==> src/hw/rtl/firsat_pkg.sv <==
// ----------------------------------------------------------------------------
// firsat_pkg: shared definitions for the saturating FIR filter
// Widths, filter length, command encoding and back-end states.
// ----------------------------------------------------------------------------
package firsat_pkg;

    // Filter length; the tap address and tap count widths follow from it.
    localparam int TAPS      = 64;
    localparam int TAP_AW    = $clog2(TAPS);
    localparam int CNT_W     = $clog2(TAPS + 1);

    localparam int SAMPLE_W  = 12;
    localparam int TAP_IDX_W = 6;
    localparam int COEF_W    = 16;
    localparam int OUT_W     = 14;

    // Tap index widened so that it can be compared against TAPS.
    localparam int IDX_EXT_W = (CNT_W > TAP_IDX_W) ? CNT_W : TAP_IDX_W;

    // Signed coefficient times zero-extended sample, and the running sum.
    localparam int PROD_W    = COEF_W + SAMPLE_W + 1;
    localparam int ACC_W     = PROD_W + CNT_W;

    localparam int Q_SHIFT   = 15;
    localparam int OUT_MAX   = 4096;
    localparam int OUT_MIN   = -4096;

    // Command queue between front and back.
    localparam int QUEUE_DEPTH = 2;
    localparam int Q_AW        = (QUEUE_DEPTH > 1) ? $clog2(QUEUE_DEPTH) : 1;
    localparam int Q_CNT_W     = $clog2(QUEUE_DEPTH + 1);

    // Request type codes on the input channel.
    localparam logic REQ_SAMPLE = 1'b0;
    localparam logic REQ_TAP    = 1'b1;

    typedef enum logic [1:0] {
        CMD_SAMPLE,
        CMD_TAP_WR,
        CMD_NOP
    } t_cmd_kind;

    typedef struct packed {
        t_cmd_kind                  kind;
        logic [SAMPLE_W-1:0]        sample;
        logic [TAP_AW-1:0]          tap_addr;
        logic signed [COEF_W-1:0]   coef;
    } t_cmd;

    typedef struct packed {
        logic valid;
        t_cmd cmd;
    } t_cmd_head;

    typedef enum logic [1:0] {
        ST_IDLE,
        ST_RUN,
        ST_DRAIN,
        ST_DONE
    } t_back_state;

endpackage

==> src/hw/rtl/firsat_front.sv <==
// ----------------------------------------------------------------------------
// firsat_front: request intake and command queue
// Accepts requests, turns them into back-end commands and holds them in a
// short queue so that intake and the multiply-accumulate run independently.
// ----------------------------------------------------------------------------
module firsat_front (
    input  logic                                  i_clk,
    input  logic                                  i_rst_n,
    input  logic                                  i_in_valid,
    output logic                                  o_in_ready,
    input  logic                                  i_req_type,
    input  logic [firsat_pkg::SAMPLE_W-1:0]       i_sample_value,
    input  logic [firsat_pkg::TAP_IDX_W-1:0]      i_tap_index,
    input  logic signed [firsat_pkg::COEF_W-1:0]  i_tap_value,
    output firsat_pkg::t_cmd_head                 o_head,
    input  logic                                  i_pop
);

    firsat_pkg::t_cmd                      w_cmd;
    logic [firsat_pkg::IDX_EXT_W-1:0]      w_idx_ext;
    logic                                  w_idx_ok;
    logic                                  w_push;

    firsat_pkg::t_cmd                      r_queue [firsat_pkg::QUEUE_DEPTH];
    logic [firsat_pkg::Q_AW-1:0]           r_wr_ptr;
    logic [firsat_pkg::Q_AW-1:0]           r_rd_ptr;
    logic [firsat_pkg::Q_CNT_W-1:0]        r_count;
    logic [firsat_pkg::Q_AW-1:0]           n_wr_ptr;
    logic [firsat_pkg::Q_AW-1:0]           n_rd_ptr;
    logic [firsat_pkg::Q_CNT_W-1:0]        n_count;

    // A tap write outside the filter length becomes a no-op command.
    assign w_idx_ext = firsat_pkg::IDX_EXT_W'(i_tap_index);
    assign w_idx_ok  = (w_idx_ext < firsat_pkg::IDX_EXT_W'(firsat_pkg::TAPS));

    always_comb begin
        w_cmd.sample   = i_sample_value;
        w_cmd.tap_addr = w_idx_ext[firsat_pkg::TAP_AW-1:0];
        w_cmd.coef     = i_tap_value;
        case (i_req_type)
            firsat_pkg::REQ_SAMPLE: begin
                w_cmd.kind = firsat_pkg::CMD_SAMPLE;
            end
            firsat_pkg::REQ_TAP: begin
                w_cmd.kind = w_idx_ok ? firsat_pkg::CMD_TAP_WR : firsat_pkg::CMD_NOP;
            end
            default: begin
                w_cmd.kind = firsat_pkg::CMD_NOP;
            end
        endcase
    end

    assign o_in_ready = (r_count != firsat_pkg::Q_CNT_W'(firsat_pkg::QUEUE_DEPTH));
    assign w_push     = i_in_valid && o_in_ready;

    assign o_head.valid = (r_count != '0);
    assign o_head.cmd   = r_queue[r_rd_ptr];

    always_comb begin
        n_wr_ptr = r_wr_ptr;
        n_rd_ptr = r_rd_ptr;
        n_count  = r_count;
        if (w_push) begin
            n_wr_ptr = (r_wr_ptr == firsat_pkg::Q_AW'(firsat_pkg::QUEUE_DEPTH - 1)) ?
                       '0 : r_wr_ptr + 1'b1;
        end
        if (i_pop) begin
            n_rd_ptr = (r_rd_ptr == firsat_pkg::Q_AW'(firsat_pkg::QUEUE_DEPTH - 1)) ?
                       '0 : r_rd_ptr + 1'b1;
        end
        if (w_push && !i_pop) begin
            n_count = r_count + 1'b1;
        end else if (!w_push && i_pop) begin
            n_count = r_count - 1'b1;
        end
    end

    always_ff @(posedge i_clk) begin
        if (!i_rst_n) begin
            r_wr_ptr <= '0;
            r_rd_ptr <= '0;
            r_count  <= '0;
        end else begin
            r_wr_ptr <= n_wr_ptr;
            r_rd_ptr <= n_rd_ptr;
            r_count  <= n_count;
        end
    end

    always_ff @(posedge i_clk) begin
        if (w_push) begin
            r_queue[r_wr_ptr] <= w_cmd;
        end
    end

endmodule

==> src/hw/rtl/firsat_back.sv <==
// ----------------------------------------------------------------------------
// firsat_back: coefficient and history storage with a shared MAC
// Executes queued commands; a sample runs one multiply-accumulate per tap,
// then scales, clamps and hands the result to the output register.
// ----------------------------------------------------------------------------
module firsat_back (
    input  logic                                  i_clk,
    input  logic                                  i_rst_n,
    input  firsat_pkg::t_cmd_head                 i_head,
    output logic                                  o_pop,
    output logic                                  o_out_valid,
    input  logic                                  i_out_ready,
    output logic signed [firsat_pkg::OUT_W-1:0]   o_filtered_value
);

    localparam logic signed [firsat_pkg::ACC_W-1:0] L_MAX =
        firsat_pkg::ACC_W'(firsat_pkg::OUT_MAX);
    localparam logic signed [firsat_pkg::ACC_W-1:0] L_MIN =
        firsat_pkg::ACC_W'(firsat_pkg::OUT_MIN);
    localparam logic signed [firsat_pkg::ACC_W-1:0] L_BIAS =
        firsat_pkg::ACC_W'((1 << firsat_pkg::Q_SHIFT) - 1);

    firsat_pkg::t_back_state                   r_state;
    firsat_pkg::t_back_state                   n_state;

    logic signed [firsat_pkg::COEF_W-1:0]      r_tap_mem  [firsat_pkg::TAPS];
    logic [firsat_pkg::SAMPLE_W-1:0]           r_hist_mem [firsat_pkg::TAPS];
    logic [firsat_pkg::TAPS-1:0]               r_tap_vld;
    logic [firsat_pkg::TAPS-1:0]               r_hist_vld;

    logic [firsat_pkg::TAP_AW-1:0]             r_newest;
    logic [firsat_pkg::TAP_AW-1:0]             r_rptr;
    logic [firsat_pkg::CNT_W-1:0]              r_cnt;
    logic [firsat_pkg::TAP_AW-1:0]             w_new_pos;

    logic signed [firsat_pkg::COEF_W-1:0]      r_tap_q;
    logic [firsat_pkg::SAMPLE_W-1:0]           r_hist_q;
    logic                                      r_tap_ok;
    logic                                      r_hist_ok;
    logic                                      r_rd_vld;

    logic signed [firsat_pkg::COEF_W-1:0]      w_coef;
    logic signed [firsat_pkg::SAMPLE_W:0]      w_samp;
    logic signed [firsat_pkg::PROD_W-1:0]      r_prod;
    logic                                      r_mul_vld;
    logic signed [firsat_pkg::ACC_W-1:0]       r_acc;

    logic signed [firsat_pkg::ACC_W-1:0]       w_biased;
    logic signed [firsat_pkg::ACC_W-1:0]       w_quot;
    logic signed [firsat_pkg::ACC_W-1:0]       w_clamped;

    logic                                      w_out_free;
    logic                                      w_start;
    logic                                      w_tap_wr;
    logic                                      w_issue;
    logic                                      w_load;
    logic                                      w_last;
    logic                                      r_out_vld;
    logic signed [firsat_pkg::OUT_W-1:0]       r_out_val;

    assign w_out_free = !r_out_vld || i_out_ready;
    assign w_last     = (r_cnt == firsat_pkg::CNT_W'(firsat_pkg::TAPS - 1));
    assign w_new_pos  = (r_newest == firsat_pkg::TAP_AW'(firsat_pkg::TAPS - 1)) ?
                        '0 : r_newest + 1'b1;

    // Next state.
    always_comb begin
        n_state = r_state;
        case (r_state)
            firsat_pkg::ST_IDLE: begin
                if (i_head.valid && (i_head.cmd.kind == firsat_pkg::CMD_SAMPLE)) begin
                    n_state = firsat_pkg::ST_RUN;
                end
            end
            firsat_pkg::ST_RUN: begin
                if (w_last) begin
                    n_state = firsat_pkg::ST_DRAIN;
                end
            end
            firsat_pkg::ST_DRAIN: begin
                if (!r_rd_vld && !r_mul_vld) begin
                    n_state = firsat_pkg::ST_DONE;
                end
            end
            firsat_pkg::ST_DONE: begin
                if (w_out_free) begin
                    n_state = firsat_pkg::ST_IDLE;
                end
            end
            default: begin
                n_state = firsat_pkg::ST_IDLE;
            end
        endcase
    end

    // State outputs.
    always_comb begin
        o_pop    = 1'b0;
        w_start  = 1'b0;
        w_tap_wr = 1'b0;
        w_issue  = 1'b0;
        w_load   = 1'b0;
        case (r_state)
            firsat_pkg::ST_IDLE: begin
                o_pop    = i_head.valid;
                w_start  = i_head.valid && (i_head.cmd.kind == firsat_pkg::CMD_SAMPLE);
                w_tap_wr = i_head.valid && (i_head.cmd.kind == firsat_pkg::CMD_TAP_WR);
            end
            firsat_pkg::ST_RUN: begin
                w_issue = 1'b1;
            end
            firsat_pkg::ST_DONE: begin
                w_load = w_out_free;
            end
            default: begin
                o_pop = 1'b0;
            end
        endcase
    end

    // Storage: at most one write and one registered read per memory each cycle.
    always_ff @(posedge i_clk) begin
        if (w_tap_wr) begin
            r_tap_mem[i_head.cmd.tap_addr] <= i_head.cmd.coef;
        end
        if (w_start) begin
            r_hist_mem[w_new_pos] <= i_head.cmd.sample;
        end
        r_tap_q   <= r_tap_mem[r_cnt[firsat_pkg::TAP_AW-1:0]];
        r_hist_q  <= r_hist_mem[r_rptr];
        r_tap_ok  <= r_tap_vld[r_cnt[firsat_pkg::TAP_AW-1:0]];
        r_hist_ok <= r_hist_vld[r_rptr];
    end

    // Entries never written read as zero.
    assign w_coef = r_tap_ok  ? r_tap_q : '0;
    assign w_samp = r_hist_ok ? {1'b0, r_hist_q} : '0;

    always_ff @(posedge i_clk) begin
        r_prod <= w_coef * w_samp;
    end

    // Truncate toward zero, then clamp.
    assign w_biased  = r_acc + (r_acc[firsat_pkg::ACC_W-1] ? L_BIAS : '0);
    assign w_quot    = w_biased >>> firsat_pkg::Q_SHIFT;
    assign w_clamped = (w_quot > L_MAX) ? L_MAX : ((w_quot < L_MIN) ? L_MIN : w_quot);

    always_ff @(posedge i_clk) begin
        if (!i_rst_n) begin
            r_state    <= firsat_pkg::ST_IDLE;
            r_tap_vld  <= '0;
            r_hist_vld <= '0;
            r_newest   <= '0;
            r_rptr     <= '0;
            r_cnt      <= '0;
            r_rd_vld   <= 1'b0;
            r_mul_vld  <= 1'b0;
            r_acc      <= '0;
            r_out_vld  <= 1'b0;
        end else begin
            r_state   <= n_state;
            r_rd_vld  <= w_issue;
            r_mul_vld <= r_rd_vld;
            if (w_tap_wr) begin
                r_tap_vld[i_head.cmd.tap_addr] <= 1'b1;
            end
            if (w_start) begin
                r_hist_vld[w_new_pos] <= 1'b1;
                r_newest              <= w_new_pos;
                r_rptr                <= w_new_pos;
                r_cnt                 <= '0;
            end else if (w_issue) begin
                r_rptr <= (r_rptr == '0) ?
                          firsat_pkg::TAP_AW'(firsat_pkg::TAPS - 1) : r_rptr - 1'b1;
                r_cnt  <= r_cnt + 1'b1;
            end
            if (w_start) begin
                r_acc <= '0;
            end else if (r_mul_vld) begin
                r_acc <= r_acc + firsat_pkg::ACC_W'(r_prod);
            end
            if (w_load) begin
                r_out_vld <= 1'b1;
            end else if (i_out_ready) begin
                r_out_vld <= 1'b0;
            end
        end
    end

    always_ff @(posedge i_clk) begin
        if (w_load) begin
            r_out_val <= firsat_pkg::OUT_W'(w_clamped);
        end
    end

    assign o_out_valid      = r_out_vld;
    assign o_filtered_value = r_out_val;

endmodule

==> src/hw/rtl/fir_filter_saturating.sv <==
// ----------------------------------------------------------------------------
// fir_filter_saturating: saturating direct-form FIR filter
// Sample and coefficient requests in, clamped filter results out.
// ----------------------------------------------------------------------------
// Usage:
// The input channel (i_in_valid / o_in_ready) carries two kinds of request.
// A coefficient request (i_req_type = 1) writes one signed Q1.15 tap and
// produces no result; an index at or beyond the filter length is ignored.
// A sample request (i_req_type = 0) pushes a 12-bit unsigned sample into the
// history and produces exactly one result on the output channel
// (o_out_valid / i_out_ready): the tap-weighted sum of the newest samples,
// divided by 2^15 with truncation toward zero and clamped to +/-4096.
// A single shared multiply-accumulate unit walks the taps one per cycle, and a
// sample holds the back end until its result is loaded into the result register;
// each product passes the memory read and product registers before it is added
// into the accumulator.
// Coefficient requests drain from the queue at one per cycle while the back end is idle.
// A two-entry queue decouples intake from the MAC, and the result register
// lets the next sample be computed while a finished result is still waiting.
// If the receiver stalls, the result holds, the next result waits in the MAC,
// and once the queue fills o_in_ready drops.
// Reset clears all taps and the sample history to zero and empties the queue.
// ----------------------------------------------------------------------------
module fir_filter_saturating (
    input  logic                                  i_clk,
    input  logic                                  i_rst_n,
    input  logic                                  i_in_valid,
    output logic                                  o_in_ready,
    input  logic                                  i_req_type,
    input  logic [firsat_pkg::SAMPLE_W-1:0]       i_sample_value,
    input  logic [firsat_pkg::TAP_IDX_W-1:0]      i_tap_index,
    input  logic signed [firsat_pkg::COEF_W-1:0]  i_tap_value,
    output logic                                  o_out_valid,
    input  logic                                  i_out_ready,
    output logic signed [firsat_pkg::OUT_W-1:0]   o_filtered_value
);

    // Head of the command queue and the back end's pop strobe.
    firsat_pkg::t_cmd_head w_head;
    logic                  w_pop;

    // Front end: classifies each request and queues it.
    firsat_front u_front (
        .i_clk          (i_clk),
        .i_rst_n        (i_rst_n),
        .i_in_valid     (i_in_valid),
        .o_in_ready     (o_in_ready),
        .i_req_type     (i_req_type),
        .i_sample_value (i_sample_value),
        .i_tap_index    (i_tap_index),
        .i_tap_value    (i_tap_value),
        .o_head         (w_head),
        .i_pop          (w_pop)
    );

    // Back end: tap and history storage, MAC, scaling and the result register.
    firsat_back u_back (
        .i_clk            (i_clk),
        .i_rst_n          (i_rst_n),
        .i_head           (w_head),
        .o_pop            (w_pop),
        .o_out_valid      (o_out_valid),
        .i_out_ready      (i_out_ready),
        .o_filtered_value (o_filtered_value)
    );

endmodule

==> config.mk <==
export PLATFORM = sky130hd
export DESIGN_NAME = fir_filter_saturating
export DESIGN_NICKNAME = d
export VERILOG_FILES = /design/src/hw/rtl/firsat_pkg.sv /design/src/hw/rtl/firsat_front.sv /design/src/hw/rtl/firsat_back.sv /design/src/hw/rtl/fir_filter_saturating.sv
export SDC_FILE = /design/constraint.sdc
export NUM_CORES = 2
export LEC_CHECK = 0
export BUFFER_PORTS_ARGS = -buffer_cell sky130_fd_sc_hd__buf_2
export CAP_MARGIN = 20
export CORE_ASPECT_RATIO = 0.9
export CORE_UTILIZATION = 44
export DETAILED_ROUTE_END_ITERATION = 8
export HOLD_SLACK_MARGIN = 0.03
export PLACE_DENSITY_LB_ADDON = 0.1
export REMOVE_ABC_BUFFERS = 1
export SYNTH_ARGS = -nofsm -noshare
export SYNTH_HDL_FRONTEND = slang
export SYNTH_SLANG_ARGS = --single-unit
==> constraint.sdc <==
create_clock -name i_clk -period 6.19 [get_ports i_clk]
set_clock_uncertainty 0.05 [all_clocks]
set_input_delay 1.238 -clock i_clk [delete_from_list [all_inputs] [get_ports i_clk]]
set_output_delay 1.238 -clock i_clk [all_outputs]
set_load 0.005 [all_outputs]
* After elaboration in Yosys (flattened, before gate mapping)
Memory sizes are Yosys's and may differ from the RTL's. A register that Yosys moved wholly into a read port is not among the register bits. Cells that the tools add are included.
Word-level totals: bits in registers 237, memory bits (writable) 1864, bits of input ports 39, output and inout port bits 16, logic and storage cells 121, memories kept 3
Operators by class: $add $sub $neg 9, $mul 1, order comparisons 9, equal/unequal tests 11, muxes and demuxes 42, bitwise gates (word level) 4, reductions and logical operators 24
Memories:
- u_back.r_tap_mem | depth 64, width 16, rd ports 1, clocked after memory_dff 1, wr ports 1, RTL line firsat_back.sv:26 | logic signed [firsat_pkg::COEF_W-1:0] r_tap_mem [firsat_pkg::TAPS];
- u_back.r_hist_mem | depth 64, width 12, rd ports 1, clocked after memory_dff 1, wr ports 1, RTL line firsat_back.sv:27 | logic [firsat_pkg::SAMPLE_W-1:0] r_hist_mem [firsat_pkg::TAPS];
- u_front.r_queue | depth 2, width 36, rd ports 1, clocked after memory_dff 1, wr ports 1, RTL line firsat_front.sv:24 | firsat_pkg::t_cmd r_queue [firsat_pkg::QUEUE_DEPTH];
Operator list (count):
- $or 64x64->64 | 2
- $add 36x15->36 | 1
- $add 36x29->36 | 1
- $lt 6x7->1 const B | 5
- $mul 16x13->29 | 1
- $mux 6 | 4
- $gt 21x14->1 const B | 1
- $lt 21x13->1 const B | 1
- $mux 1 | 21
- $mux 16 | 1
- $mux 15 | 1
- $mux 14 | 1
- $mux 2 | 7
- $bmux 1 s6 | 2
- $demux 1 s6 | 2
- $ge 6x1->1 const B | 2
- $mux 12 | 1
- $logic_and 1x1->1 | 8
- $ne 2x1->1 const B | 4
- $pmux 2 s4 | 1
- $reduce_bool 2->1 | 4
- $add 7x1->7 const B | 1
- $eq 7x6->1 const B | 1
- $add 6x1->6 const B | 1
- 16 further kinds | 26

* Logic depth before layout (Yosys ltp)
word-level depth 7, mapped depth 25

* Cells and area by module
A second synthesis with hierarchy kept.
Unflattened totals: cells, all modules 4902, area, all modules 89438.3 um^2
Modules (own cells, without submodules):
- firsat_back | times used 1, cells an instance 4767, area an instance 86661.9 um^2
- firsat_front | times used 1, cells an instance 135, area an instance 2776.4 um^2

* Worst setup path before layout
Ideal clock, no wire load.
path kind flip-flop to flip-flop, start register u_back.r_hist_ok, end register u_back.r_prod[28] (netlist name), library setup time 0.072 ns, arrival time 5.421 ns, required time 6.068 ns, path slack 0.647 ns, stages on the path, launching flop included 23, period minus slack after synthesis 5.543 ns, path through dfxtp_1 clkbuf_1 nand2_1 buf_1 nor2_1 fa_1 inv_1 fa_1 inv_1 fa_1 fa_1 fa_1 ha_1 a21o_1 a21oi_1 o21a_1 inv_1 o21ai_0 a21oi_1 nor3_1 o31ai_1 a21oi_1 xnor2_1
Between the ends: cells in the longest elaborated chain, start to end 2
Ends and longest elaborated chain:
- start, declared | RTL line firsat_back.sv:39 | logic r_hist_ok;
- start signal, assigned | RTL line firsat_back.sv:132 | r_hist_ok <= r_hist_vld[r_rptr];
- $mux 12 | RTL line firsat_back.sv:137 | assign w_samp = r_hist_ok ? {1'b0, r_hist_q} : '0;
- $mul 16x13->29 | RTL line firsat_back.sv:140 | r_prod <= w_coef * w_samp;
- end signal, assigned | RTL line firsat_back.sv:140
- end, declared | RTL line firsat_back.sv:44 | logic signed [firsat_pkg::PROD_W-1:0] r_prod;
No other way between the ends. A chain may end at the register's enable or synchronous reset.

* Worst setup path in the final report
start register u_back.r_tap_ok, end register u_back.r_prod[28] (netlist name)
Between the ends: cells in the longest elaborated chain, start to end 2
Ends and longest elaborated chain:
- start, declared | RTL line firsat_back.sv:38 | logic r_tap_ok;
- start signal, assigned | RTL line firsat_back.sv:131 | r_tap_ok <= r_tap_vld[r_cnt[firsat_pkg::TAP_AW-1:0]];
- $mux 16 | RTL line firsat_back.sv:136 | assign w_coef = r_tap_ok ? r_tap_q : '0;
- $mul 16x13->29 | RTL line firsat_back.sv:140
No other way between the ends.

==> results_tabular.tex <==
\begin{tabular}{lr}
\hline
Metric & Value \\
\hline
\multicolumn{2}{l}{\textbf{Run status}} \\
\quad Outcome & finished with violations \\
\quad Failing checks & DRC \\
\multicolumn{2}{l}{\textbf{Timing}} \\
\quad Worst-margin pin slew & 1.08 ns \\
\quad Setup-failing EPs final & 0 \\
\quad Hold slack final & 0.406 ns \\
\quad Highest clock frequency the design can meet & 170 MHz \\
\quad Unrepaired setup endpoints after global routing & false \\
\quad Final number of hold-violating endpoints & 0 \\
\quad Count of pins over their slew limit & 0 \\
\quad Headroom to the max-slew limit & 27.7\% \\
\quad Post-layout min period & 5.88 ns \\
\quad Part of the cycle the worst path needs & 94.9\% \\
\quad Setup TNS & 0 ns \\
\multicolumn{2}{l}{\textbf{Worst setup path}} \\
\quad Setup slack of the most critical reg-to-reg path & 0.31 ns \\
\quad Startpoint class of the critical path & flop \\
\quad Launch point of the worst reg-to-reg path & u\_back.r\_tap\_ok \\
\quad Worst EP arrival & 6.56 ns \\
\quad Critical Path, Cell by Cell & buf\_12 > and2\_1 > nand2\_1 > fa\_1 > fa\_1 > inv\_1 > fa\_1 > fa\_1 > fa\_1 > ha\_1 > a21o\_1 > a21oi\_1 > o21a\_1 > inv\_1 > o21ai\_0 > a21oi\_1 > nor3\_2 > o31ai\_1 > a21oi\_1 > xnor2\_1 \\
\quad Critical path peak fanout & 37 \\
\quad Classification of the worst setup path & flop to flop \\
\quad Highest cell delay on the worst timing path & 0.57 ns \\
\quad Slowest cell on the critical path & fa\_1 \\
\quad Crit path required time & 6.87 ns \\
\quad End of the worst register-to-register path & u\_back.r\_prod[28] \\
\quad Depth of the most critical reg-to-reg path & 20 \\
\quad Setup crit end kind & flop \\
\quad Most common cell on crit path & fa\_1 \\
\multicolumn{2}{l}{\textbf{Placed design}} \\
\quad Total half-perimeter wirelength after legalization and detailed placement & 132 mm \\
\quad Number of cells in the design after placement & 7668 \\
\quad Post-placement cell area & 0.0942 mm\^{}2 \\
\quad Port Buf Inserts & 54 \\
\quad Weighted congestion reported at the end of routability-driven placement & 0.846 \\
\multicolumn{2}{l}{\textbf{Die}} \\
\quad Ports & 55 \\
\quad DIE HEIGHT & 430 um \\
\quad Placement row count & 156 \\
\quad Core region area & 0.202 mm\^{}2 \\
\quad Die area & 0.206 mm\^{}2 \\
\quad Effective utilization at floorplan & 44.5\% \\
\quad Overall die width & 478 um \\
\multicolumn{2}{l}{\textbf{Cells and area}} \\
\quad Register Area & 0.0614 mm\^{}2 \\
\quad Share of final-layout standard cells stronger than drive strength 1 & 24.0\% \\
\quad Final Instance Area & 0.101 mm\^{}2 \\
\quad Filler Cell Count & 16300 \\
\quad Multi-input logic area & 0.0266 mm\^{}2 \\
\quad Area overhead of the layout relative to synthesis & 13.0\% \\
\quad Filler-free cell count of the finished design & 8077 \\
\quad Net total in the final layout & 5541 \\
\multicolumn{2}{l}{\textbf{Min path}} \\
\quad Launch point of the worst hold path & u\_back.r\_rd\_vld \\
\quad Hold Path Cell Cnt & 1 \\
\quad Worst hold path class & flop to flop \\
\quad Hold Crit Endpoint & u\_back.r\_mul\_vld \\
\multicolumn{2}{l}{\textbf{Logic synthesis}} \\
\quad Yosys cell types & 77 \\
\quad Yosys reg bits & 2128 \\
\quad Fraction of synthesis flops using an asynchronous set or reset pin & 0\% \\
\quad Fraction of post-synthesis cell area in the top cell type by area & 62.8\% \\
\quad Summed instance area of the synthesized netlist & 0.0897 mm\^{}2 \\
\quad Count of flip-flops with a built-in enable after synthesis & 1876 \\
\quad Per-instance average area after synthesis & 18.1 um\^{}2 \\
\quad Top cell types by occurrence after synthesis & edfxtp\_1, mux4\_2, nor2\_1, inv\_1, dfxtp\_1 \\
\quad Sequential share of the synthesized area & 68.5\% \\
\quad Most frequently used cell type in the post-synthesis netlist & edfxtp\_1 \\
\quad Yosys warning total & 0 \\
\quad Cell taking the most area after synthesis & edfxtp\_1 \\
\quad Area contributors post-synth & edfxtp\_1, mux4\_2, dfxtp\_1 \\
\quad Primary FF master, synth & edfxtp\_1 \\
\quad Cell count after synthesis & 4963 \\
\multicolumn{2}{l}{\textbf{Global route}} \\
\quad Global-route wire length before repair & 322 mm \\
\quad GRT Total Usage & 21.6\% \\
\quad Largest net degree at the start of global routing & 89 \\
\quad Via count of the first global-routing pass & 46400 \\
\quad Congestion Overflow GR & 0 \\
\quad Number of antenna violations at the first check in global routing & 7 \\
\multicolumn{2}{l}{\textbf{Clock network}} \\
\quad Clk buf depth & 3 \\
\quad Clock Sinks & 2128 \\
\quad CTS tree & done \\
\quad CTS Root Cell & clkbuf\_16 \\
\quad Number of levels in the clock H-tree & 4 \\
\quad Clock transition at the registers of the reported paths & 0.06 ns \\
\quad Clock latency on the worst-skew pair & 0.87 ns \\
\quad Count of hold-fix buffers inserted at cts & 0 \\
\quad Clock buffer count from CTS & 212 \\
\multicolumn{2}{l}{\textbf{Routing}} \\
\quad DRT antenna net count & 0 \\
\quad Residual DRC & 12 \\
\quad Via/cell ratio & 5.61 \\
\quad Vias & 45300 \\
\quad 1st-pass router iterations & 8 \\
\quad Post-DR wirelength/cell & 27.1 um \\
\quad Sum of routed wire length over all layers & 219 mm \\
\quad First-iteration detailed-routing DRC count & 4566 \\
\multicolumn{2}{l}{\textbf{Power}} \\
\quad Leakage power of the design & 33.3 nW \\
\quad Post-layout total power & 38.2 mW \\
\quad Power density of the placed cells & 377 mW/mm\^{}2 \\
\quad Maximum vdd drop & 0.000336 V \\
\multicolumn{2}{l}{\textbf{Job}} \\
\quad Total of max-cap violations & 0 \\
\hline
\end{tabular}
==> report_power, final <==
group | total [mW] | internal, mW | switching [mW] | leakage, nW
Clock | 12.9 | 7.33 | 5.55 | 3.43
Sequential | 17.4 | 16.9 | 0.443 | 19.0
Combinational | 8.00 | 3.21 | 4.79 | 10.9
Total | 38.2 | 27.5 | 10.8 | 33.3
==> placed cells by master, fill, tap and decap left out, drive strengths merged, types with 7 or more instances in the layout <==
master     n
a211oi    14
a21boi    11
a21o      24
a21oi     79
a221oi     8
a22oi     10
a31oi     10
and2      34
and3      10
buf      241
bufinv    16
clkbuf   288
clkinv    90
dfxtp    252
edfxtp  1876
fa       179
ha       125
inv      278
mux2      40
mux2i     64
mux4     597
nand2    217
nand2b    14
nand3     39
nand4     19
nor2     581
nor2b     13
nor3      15
o211ai     7
o21a      17
o21ai     60
o21bai     9
xnor2     52
xor2      30
==> cells by family (layout without fill, tap and decap cells) <==
| logic type | Yosys count | after routing | synth area share (%) |
|---|---|---|---|
| compound gates | 290 | 290 | 2.14 |
| xor+xnor | 82 | 82 | 0.801 |
| fa+ha+maj | 304 | 304 | 5.74 |
| buf+inv | 491 | 918 | 2.15 |
| flops | 2128 | 2128 | 68.5 |
| mux | 701 | 701 | 16.2 |
| other cells | 0 | 1 | 0 |
| simple gates | 967 | 967 | 4.50 |
==> final cells by class <==
cell class	instances	area share (%)
clock inverters	118	1.17
multi-input cells	2344	26.2
inverters	271	1.01
well taps	2686	3.32
diodes	1	0.00247
flip-flops and latches	2128	60.6
clock buffers	288	5.78
repair buffers	241	1.90
==> state kept, by name, indices dropped and copies added, names as in the netlist, 2 cells and up, named ones only <==
name	count
u_front.r_count	2
u_back.r_cnt	7
u_back.o_filtered_value	14
u_back.r_tap_vld	64
u_back.r_tap_mem	1024
u_back.r_state	2
u_back.r_hist_vld	64
u_front.r_queue	70
u_back.r_hist_q	12
u_back.r_acc	36
u_back.r_hist_mem	768
u_back.r_prod	29
u_back.r_rptr	6
u_back.r_newest	6
u_back.r_tap_q	16
==> stage by stage <==
stage / utilization (%) / setup slack, ns
after CTS: 50.2 / 0.132
after global routing: 50.3 / 0.00144
after global placement: 46.7 / 0.235
final: 50.3 / 0.314
after detailed placement: 46.7 / 0.151
after floorplan: - / -6.73
==> critical path, delay by kind of cell, from the launching register on <==
family | cells | cell delay [ns]
adders and majority gates | 6 | 2.72
and+or+nand+nor | 3 | 0.76
DFF | 1 | 0.36
xor gates and xnor gates | 1 | 0.13
AOI/OAI and AO/OA | 7 | 1.42
buffers and inverters | 3 | 0.32
==> routing by layer <==
metal / vias up / part of all wire [%] / global-route usage [%]
met5: - / 0.018 / 0.117
met4: 4 / 1.8 / 4.62
met3: 252 / 6.1 / 3.51
met2: 1360 / 46 / 32.7
met1: 24000 / 46 / 32.9
li1: 19700 / - / -
==> how the worst max path moves through the flow <==
| stage | start | end | slack (ns) | cells past startpoint |
|---|---|---|---|---|
| 6_report | u_back.r_tap_ok | u_back.r_prod[28] | 0.31 | 20 |
| 5_1_grt | u_back.r_tap_ok | u_back.r_prod[28] | 0.001 | 20 |
| 3_3_place_gp | u_back.r_hist_ok | u_back.r_prod[28] | 0.23 | 20 |
| 4_1_cts | u_back.r_hist_ok | u_back.r_prod[28] | 0.13 | 22 |
| 2_1_floorplan | u_back.r_cnt[0] | u_back.r_tap_ok | -6.73 | 3 |
| 3_5_place_dp | u_back.r_hist_ok | u_back.r_prod[27] | 0.15 | 21 |
==> what timing repair did <==
item                                    4_1_cts  5_1_grt
resized for setup                             0        5
endpoints found under the setup margin        0        6
hold endpoints to repair                      0        0
setup buffers                                 0        0
Note: power is estimated with default switching activity, not from simulation.
